### src/rtl/ifmt_pkg.sv
// Shared constants and types for the signed decimal formatter.
`timescale 1ns / 1ps

package ifmt_pkg;

  localparam int WIDTH_LIMIT_DEF = 63;
  localparam int VALUE_BITS_DEF  = 64;

  // Text positions and lengths: total text never exceeds 64 characters.
  localparam int TXT_W = 7;

  localparam logic [1:0] LEN_32   = 2'd0;
  localparam logic [1:0] LEN_8    = 2'd1;
  localparam logic [1:0] LEN_16   = 2'd2;
  localparam logic [1:0] LEN_FULL = 2'd3;

  localparam logic [7:0] CH_NONE  = 8'h00;
  localparam logic [7:0] CH_ZERO  = 8'h30;
  localparam logic [7:0] CH_SPACE = 8'h20;
  localparam logic [7:0] CH_PLUS  = 8'h2B;
  localparam logic [7:0] CH_MINUS = 8'h2D;

  typedef struct packed {
    logic load;
    logic shift;
    logic count;
    logic layout;
    logic emit;
  } ifmt_cmd_t;

  typedef struct packed {
    logic conv_done;
    logic emit_last;
  } ifmt_sts_t;

endpackage

### src/rtl/ifmt_ctrl.sv
// Sequencer for load, conversion, layout and character emission.
`timescale 1ns / 1ps

module ifmt_ctrl
  import ifmt_pkg::*;
(
  input  logic      clk,
  input  logic      rst,
  input  logic      start,
  input  ifmt_sts_t sts,
  output ifmt_cmd_t cmd,
  output logic      busy
);

  typedef enum logic [2:0] {
    ST_IDLE,
    ST_CONV,
    ST_COUNT,
    ST_LAYOUT,
    ST_EMIT
  } state_t;

  state_t state;
  state_t state_next;

  always_comb begin
    state_next = state;
    cmd        = '0;
    case (state)
      ST_IDLE: begin
        cmd.load = start;
        if (start) state_next = ST_CONV;
      end
      ST_CONV: begin
        cmd.shift = 1'b1;
        if (sts.conv_done) state_next = ST_COUNT;
      end
      ST_COUNT: begin
        cmd.count  = 1'b1;
        state_next = ST_LAYOUT;
      end
      ST_LAYOUT: begin
        cmd.layout = 1'b1;
        state_next = ST_EMIT;
      end
      ST_EMIT: begin
        cmd.emit = 1'b1;
        if (sts.emit_last) state_next = ST_IDLE;
      end
      default: state_next = ST_IDLE;
    endcase
  end

  always_ff @(posedge clk) begin
    if (rst) begin
      state <= ST_IDLE;
    end else begin
      state <= state_next;
    end
  end

  assign busy = (state != ST_IDLE);

endmodule

### src/rtl/ifmt_datapath.sv
// Sign handling, shift-and-add-3 conversion, text layout and character output.
`timescale 1ns / 1ps

module ifmt_datapath
  import ifmt_pkg::*;
#(
  parameter int WIDTH_LIMIT = WIDTH_LIMIT_DEF,
  parameter int VALUE_BITS  = VALUE_BITS_DEF
) (
  input  logic        clk,
  input  logic        rst,
  input  ifmt_cmd_t   cmd,
  output ifmt_sts_t   sts,
  input  logic [63:0] value,
  input  logic [1:0]  length_mod,
  input  logic [5:0]  field_width,
  input  logic        has_precision,
  input  logic [5:0]  precision,
  input  logic        flag_plus,
  input  logic        flag_space,
  input  logic        flag_left,
  input  logic        flag_zero,
  output logic        strobe,
  output logic [7:0]  out_char,
  output logic        last,
  output logic        empty_res,
  output logic [5:0]  char_count
);

  localparam int DIG_MAX = ((VALUE_BITS - 1) * 30103) / 100000 + 1;
  localparam int DIG_IW  = $clog2(DIG_MAX);
  localparam int CNT_W   = $clog2(VALUE_BITS);
  localparam int CAP     = (WIDTH_LIMIT < 64) ? WIDTH_LIMIT : 64;
  localparam logic [TXT_W-1:0] CAP_L = TXT_W'(CAP);

  logic [VALUE_BITS-1:0] mag;
  logic [3:0]            bcd [DIG_MAX];
  logic [CNT_W-1:0]      cnt;
  logic [7:0]            sign_ch;
  logic                  has_prec;
  logic [5:0]            prec;
  logic [5:0]            width;
  logic                  left;
  logic                  zpad;
  logic [TXT_W-1:0]      ndig;
  logic [TXT_W-1:0]      b1, b2, b3, b4, n, pos;

  // load
  logic [63:0] ext;
  logic [63:0] mag_full;
  logic        neg;
  logic [7:0]  sign_c;

  always_comb begin
    ext = value;
    case (length_mod)
      LEN_8:  ext = {{56{value[7]}}, value[7:0]};
      LEN_16: ext = {{48{value[15]}}, value[15:0]};
      LEN_32: ext = {{32{value[31]}}, value[31:0]};
      default: begin
        for (int i = VALUE_BITS; i < 64; i++) ext[i] = value[VALUE_BITS-1];
      end
    endcase
    neg      = ext[63];
    mag_full = neg ? (64'd0 - ext) : ext;
    if (neg)             sign_c = CH_MINUS;
    else if (flag_plus)  sign_c = CH_PLUS;
    else if (flag_space) sign_c = CH_SPACE;
    else                 sign_c = CH_NONE;
  end

  // shift-and-add-3
  logic [3:0] adj [DIG_MAX];

  always_comb begin
    for (int i = 0; i < DIG_MAX; i++) begin
      adj[i] = (bcd[i] >= 4'd5) ? (bcd[i] + 4'd3) : bcd[i];
    end
  end

  // significant digit count
  logic [TXT_W-1:0] ndig_c;
  logic             allz;

  always_comb begin
    ndig_c = '0;
    allz   = 1'b1;
    for (int i = 0; i < DIG_MAX; i++) begin
      if (bcd[i] != 4'd0) begin
        ndig_c = TXT_W'(i + 1);
        allz   = 1'b0;
      end
    end
    if (allz) ndig_c = (has_prec && prec == 6'd0) ? '0 : TXT_W'(1);
  end

  // layout
  logic [TXT_W-1:0] zeros, body, pad, lead, zn, trail, sg;
  logic [TXT_W-1:0] b1_c, b2_c, b3_c, b4_c, total;

  always_comb begin
    zeros = (has_prec && {1'b0, prec} > ndig) ? ({1'b0, prec} - ndig) : '0;
    sg    = (sign_ch != CH_NONE) ? TXT_W'(1) : '0;
    body  = zeros + ndig + sg;
    pad   = ({1'b0, width} > body) ? ({1'b0, width} - body) : '0;
    lead  = (!left && !zpad) ? pad : '0;
    zn    = zeros + (zpad ? pad : '0);
    trail = left ? pad : '0;
    b1_c  = lead;
    b2_c  = b1_c + sg;
    b3_c  = b2_c + zn;
    b4_c  = b3_c + ndig;
    total = b4_c + trail;
  end

  // character select
  logic [TXT_W-1:0] dig_pos;
  logic [3:0]       dig;
  logic [7:0]       ch_c;
  logic             last_c;

  always_comb begin
    dig_pos = b4 - TXT_W'(1) - pos;
    dig     = bcd[dig_pos[DIG_IW-1:0]];
    if (n == '0)      ch_c = CH_NONE;
    else if (pos < b1) ch_c = CH_SPACE;
    else if (pos < b2) ch_c = sign_ch;
    else if (pos < b3) ch_c = CH_ZERO;
    else if (pos < b4) ch_c = CH_ZERO + {4'd0, dig};
    else               ch_c = CH_SPACE;
    last_c = (n == '0) || (pos == n - TXT_W'(1));
  end

  assign sts.conv_done = (cnt == '0);
  assign sts.emit_last = last_c;

  always_ff @(posedge clk) begin
    if (cmd.load) begin
      mag      <= mag_full[VALUE_BITS-1:0];
      cnt      <= CNT_W'(VALUE_BITS - 1);
      sign_ch  <= sign_c;
      has_prec <= has_precision;
      prec     <= precision;
      width    <= field_width;
      left     <= flag_left;
      zpad     <= flag_zero && !has_precision && !flag_left;
      for (int i = 0; i < DIG_MAX; i++) bcd[i] <= 4'd0;
    end
    if (cmd.shift) begin
      bcd[0] <= {adj[0][2:0], mag[VALUE_BITS-1]};
      for (int i = 1; i < DIG_MAX; i++) bcd[i] <= {adj[i][2:0], adj[i-1][3]};
      mag <= {mag[VALUE_BITS-2:0], 1'b0};
      cnt <= cnt - CNT_W'(1);
    end
    if (cmd.count) begin
      ndig <= ndig_c;
    end
    if (cmd.layout) begin
      b1  <= b1_c;
      b2  <= b2_c;
      b3  <= b3_c;
      b4  <= b4_c;
      n   <= (total > CAP_L) ? CAP_L : total;
      pos <= '0;
    end
    if (cmd.emit) begin
      pos        <= pos + TXT_W'(1);
      out_char   <= ch_c;
      last       <= last_c;
      empty_res  <= (n == '0);
      char_count <= last_c ? n[5:0] : 6'd0;
    end
  end

  always_ff @(posedge clk) begin
    if (rst) begin
      strobe <= 1'b0;
    end else begin
      strobe <= cmd.emit;
    end
  end

endmodule

### src/rtl/int_decimal_formatter.sv
// Top level of the printf-style signed decimal formatter.
//
// A transaction is taken when start is high and busy is low; busy then stays
// high until the final character has been issued. The operand is converted to
// decimal by a shift-and-add-3 loop that consumes one magnitude bit per clock
// until all VALUE_BITS bits are in; a digit count step and a layout step follow,
// and then the N characters are issued, where N is the number of characters
// (at least one result, up to WIDTH_LIMIT). Each character appears for
// exactly one cycle with strobe high, in reading order, one per clock with
// no gaps; the receiver cannot stall the output. An item that prints nothing
// gives one result with empty_res and last set.
`timescale 1ns / 1ps

module int_decimal_formatter
  import ifmt_pkg::*;
#(
  parameter int WIDTH_LIMIT = WIDTH_LIMIT_DEF,
  parameter int VALUE_BITS  = VALUE_BITS_DEF
) (
  input  logic        clk,
  input  logic        rst,
  input  logic        start,
  output logic        busy,
  input  logic [63:0] value,
  input  logic [1:0]  length_mod,
  input  logic [5:0]  field_width,
  input  logic        has_precision,
  input  logic [5:0]  precision,
  input  logic        flag_plus,
  input  logic        flag_space,
  input  logic        flag_left,
  input  logic        flag_zero,
  output logic        strobe,
  output logic [7:0]  out_char,
  output logic        last,
  output logic        empty_res,
  output logic [5:0]  char_count
);

  ifmt_cmd_t cmd;
  ifmt_sts_t sts;

  ifmt_ctrl u_ctrl (
    .clk   (clk),
    .rst   (rst),
    .start (start),
    .sts   (sts),
    .cmd   (cmd),
    .busy  (busy)
  );

  ifmt_datapath #(
    .WIDTH_LIMIT (WIDTH_LIMIT),
    .VALUE_BITS  (VALUE_BITS)
  ) u_dp (
    .clk           (clk),
    .rst           (rst),
    .cmd           (cmd),
    .sts           (sts),
    .value         (value),
    .length_mod    (length_mod),
    .field_width   (field_width),
    .has_precision (has_precision),
    .precision     (precision),
    .flag_plus     (flag_plus),
    .flag_space    (flag_space),
    .flag_left     (flag_left),
    .flag_zero     (flag_zero),
    .strobe        (strobe),
    .out_char      (out_char),
    .last          (last),
    .empty_res     (empty_res),
    .char_count    (char_count)
  );

endmodule

### config.mk
export PLATFORM = sky130hd
export DESIGN_NAME = int_decimal_formatter
export DESIGN_NICKNAME = d
export VERILOG_FILES = /design/src/rtl/ifmt_pkg.sv /design/src/rtl/ifmt_ctrl.sv /design/src/rtl/ifmt_datapath.sv /design/src/rtl/int_decimal_formatter.sv
export SDC_FILE = /design/constraint.sdc
export NUM_CORES = 1
export LEC_CHECK = 0
export BUFFER_PORTS_ARGS = -buffer_cell sky130_fd_sc_hd__buf_2
export CAP_MARGIN = 20
export CORE_MARGIN = 3
export CORE_UTILIZATION = 50
export DETAILED_ROUTE_END_ITERATION = 8
export PLACE_DENSITY = 0.73
export SLEW_MARGIN = 20
export SYNTH_ARGS = -nofsm -noshare
export SYNTH_HDL_FRONTEND = slang
export SYNTH_SLANG_ARGS = --single-unit
### constraint.sdc
create_clock -name clk -period 8.7 [get_ports clk]
set_input_delay 1.305 -clock clk [delete_from_list [all_inputs] [get_ports clk]]
set_output_delay 1.305 -clock clk [all_outputs]
set_load 0.03 [all_outputs]
==> flow_summary_export.csv <==
group,metric,value,unit
finish,fillCellCount,2752,
grt,grt-ovfl-total,0,
run,drv_cap,0,
run_status,status,"finished clean",
detailed_routing,drc,0,
critical_path,crit_top_cell,"fa_1",
timing,finalSetupViolations,0,
die,rows,65,
critical_path,crit_fanout,7,
critical_path,slowest_delay,0.60,ns
logic_synthesis,synth_edf_count,225,
timing,relSlewSlack,28.1,%
detailed_routing,drt_wl_total,40.0,mm
grt,grt_max_degree,74,
worst_hold_path,hold_class,"reg2reg",
clocking,cts_buffer_depth,3,
critical_path,worstSetupStartpointType,"flip-flop",
placed_design,pre_cts_ws,-0.0759,ns
clocking,cts_made_buffers,27,
finish,final_common_cell,"edfxtp_1",
logic_synthesis,ys.flop_type,"edfxtp_1",
die,ios,104,
die,die_area,35100,µm²
finish,stdcell_area,18600,µm²
critical_path,end_kind,"flip-flop",
timing,period_share,96.8,%
critical_path,required,8.98,ns
placed_design,gp_congestion,0.936,
timing,maxSlewViolCount,0,
grt,grt_pass1_wl,64.3,mm
placed_design,placed_cell_area,17400,µm²
die,coreArea,32000,µm²
clocking,htree_num_levels,1,
clocking,cts_tree,"yes",
detailed_routing,first_pass_iters,6,
logic_synthesis,synth-async-reset-ratio,0,%
placed_design,hpwl,28.6,mm
critical_path,arrival,8.70,ns
logic_synthesis,synth_seq_area_share,41.7,%
finish,area_delta_synth_final,13.0,%
clocking,cts.clk_slew.worst_paths,0.06,ns
die,die_h,187,µm
finish,num_antenna_cells,0,
grt,antenna_found_initial,2,
logic_synthesis,avgSynthCellArea,9.39,µm²
timing,fin_ws,0.276,ns
detailed_routing,ant_nets,0,
logic_synthesis,ys_ff_latch,230,
grt,track_usage,21.9,%
clocking,root_buffer,"clkbuf_16",
finish,final_cell_mix,"225 x edfxtp_1, 194 x nand2_1, 193 x nor2_1",
pwr,pwr_density_cell,201,nW/µm²
finish,drive_above_1_share,13.4,%
detailed_routing,routedWlPerCell,17.4,µm
detailed_routing,drtIter0Drc,1204,
logic_synthesis,synth_area,16500,µm²
critical_path,cpMaxStageDelayCell,"or4_4",
die,start_util,51.5,%
timing,timing.final.crit_period,8.42,ns
logic_synthesis,synth.distinct_cells,72,
logic_synthesis,syn_inst,1753,
pwr,p_leak,0.00742,µW
grt,first_global_vias,12829,
placed_design,io_buffers,101,
logic_synthesis,yosysWarnings,0,
detailed_routing,num_vias,13416,
pwr,p_total,3740,µW
timing,skew,0.0123,ns
timing,tightest_slew,1.08,ns
clocking,clkSinkCount,230,
critical_path,critical_path_class,"reg2reg",
clocking,clk_latency,0.54,ns
timing,fmax,119,MHz
timing,finalHoldViolCount,0,
clocking,ctsHoldBuffers,0,
die,die_x,187,µm
detailed_routing,avgViaCountPerCell,5.83,
timing,holdWs,0.462,ns
finish,layout.nets,2062,
pwr,vdd_ir_drop_max,148,µV
[routing by layer]
metal / track usage, % / vias to the layer above / routed length (µm)
li1: - / 6458 / -
met2: 35.4 / 513 / 18500
met3: 3.22 / 83 / 2980
met1: 30.9 / 6360 / 17600
met5: 0 / - / 7
met4: 6.09 / 2 / 946
[cell usage after synthesis, types with 23 or more instances]
library cell | number | share of area, %
nand2b_1 | 35 | 1.3
inv_1 | 121 | 2.8
edfxtp_1 | 225 | 41
clkbuf_1 | 53 | 1.2
a21oi_1 | 157 | 4.8
xnor2_1 | 70 | 3.7
nor2_1 | 196 | 4.5
xor2_1 | 55 | 2.9
nand2_1 | 197 | 4.5
nor3_1 | 47 | 1.4
ha_1 | 116 | 8.8
nand3_1 | 23 | 0.70
o21ai_0 | 125 | 3.8
[layout make-up]
| type | count | area [µm²] | share of cell area, % |
|---|---|---|---|
| multi-input combinational | 1339 | 9100 | 49.0 |
| tap | 435 | 544 | 2.93 |
| timing repair buffer | 127 | 701 | 3.77 |
| sequential | 230 | 6860 | 36.9 |
| inverter | 121 | 454 | 2.44 |
| clock buffer | 28 | 679 | 3.65 |
| clock inverter | 21 | 255 | 1.37 |
[stage by stage]
step / setup TNS, ns / utilization [%] / instances
after floorplan: 0 / - / 1755
after global placement: 0 / 54.5 / 2245
after detailed placement: -0.220 / 54.5 / 2245
after CTS: 0 / 57.4 / 2294
after global routing: -0.247 / 58.2 / 2301
final: 0 / 58.2 / 2301
[sequential cells by signal, indices dropped and copies added (netlist names), 3 cells and up]
signal,flops
u_dp.cnt,6
u_dp.sign_ch,4
u_dp.ndig,5
u_dp.prec,6
u_dp.mag,64
u_dp.pos,7
u_dp.width,6
u_dp.b4,7
u_ctrl.state,3
u_dp.b3,7
u_dp.bcd,76
u_dp.n,7
u_dp.b2,7
u_dp.char_count,6
u_dp.b1,7
u_dp.out_char,6
[logic make-up (layout without fill, tap and decap cells)]
group	Yosys count	after routing	share of synthesized area [%]
other cells	1	3	0.0228
fa+ha+maj	130	130	10.5
flops	230	230	41.7
mux	36	36	3.75
xor+xnor	125	125	6.65
simple gates	614	614	17.3
compound gates	431	431	15.7
buf+inv	186	297	4.42
[worst paths after layout]
check,startpoint,endpoint,slack (ns),cells past startpoint
setup reg to reg,u_dp.prec[1],u_dp.n[4],0.28,35
hold reg to reg,u_dp.mag[0],u_dp.mag[0],0.46,2
setup / recovery,u_dp.prec[1],u_dp.n[4],0.28,35
hold / removal,u_dp.mag[0],u_dp.mag[0],0.46,2
[timing repair]
| item | CTS | global route |
|---|---|---|
| gates resized for setup | 3 | 36 |
| pin swaps | 0 | 11 |
| gates cloned | 0 | 0 |
| setup endpoints to repair | 5 | 7 |
| setup buffers | 0 | 7 |
[worst max-delay path: cells and delay by family, from the launching register on]
kind	cells	cell delay, ns
adder cells (fa/ha/maj)	10	3.61
buffers and inverters	2	0.15
AND/OR/NAND/NOR	10	1.95
flip-flops	1	0.47
AO/OA/AOI/OAI	10	1.57
XOR/XNOR	3	0.42
[where the power goes]
group	leakage, µW	internal (µW)	switching (µW)
sequential	0.00226	1380	80.5
clock	0.000460	742	465
combinational	0.00469	445	626
total	0.00742	2570	1170
Power figures use the tool's default switching activity.
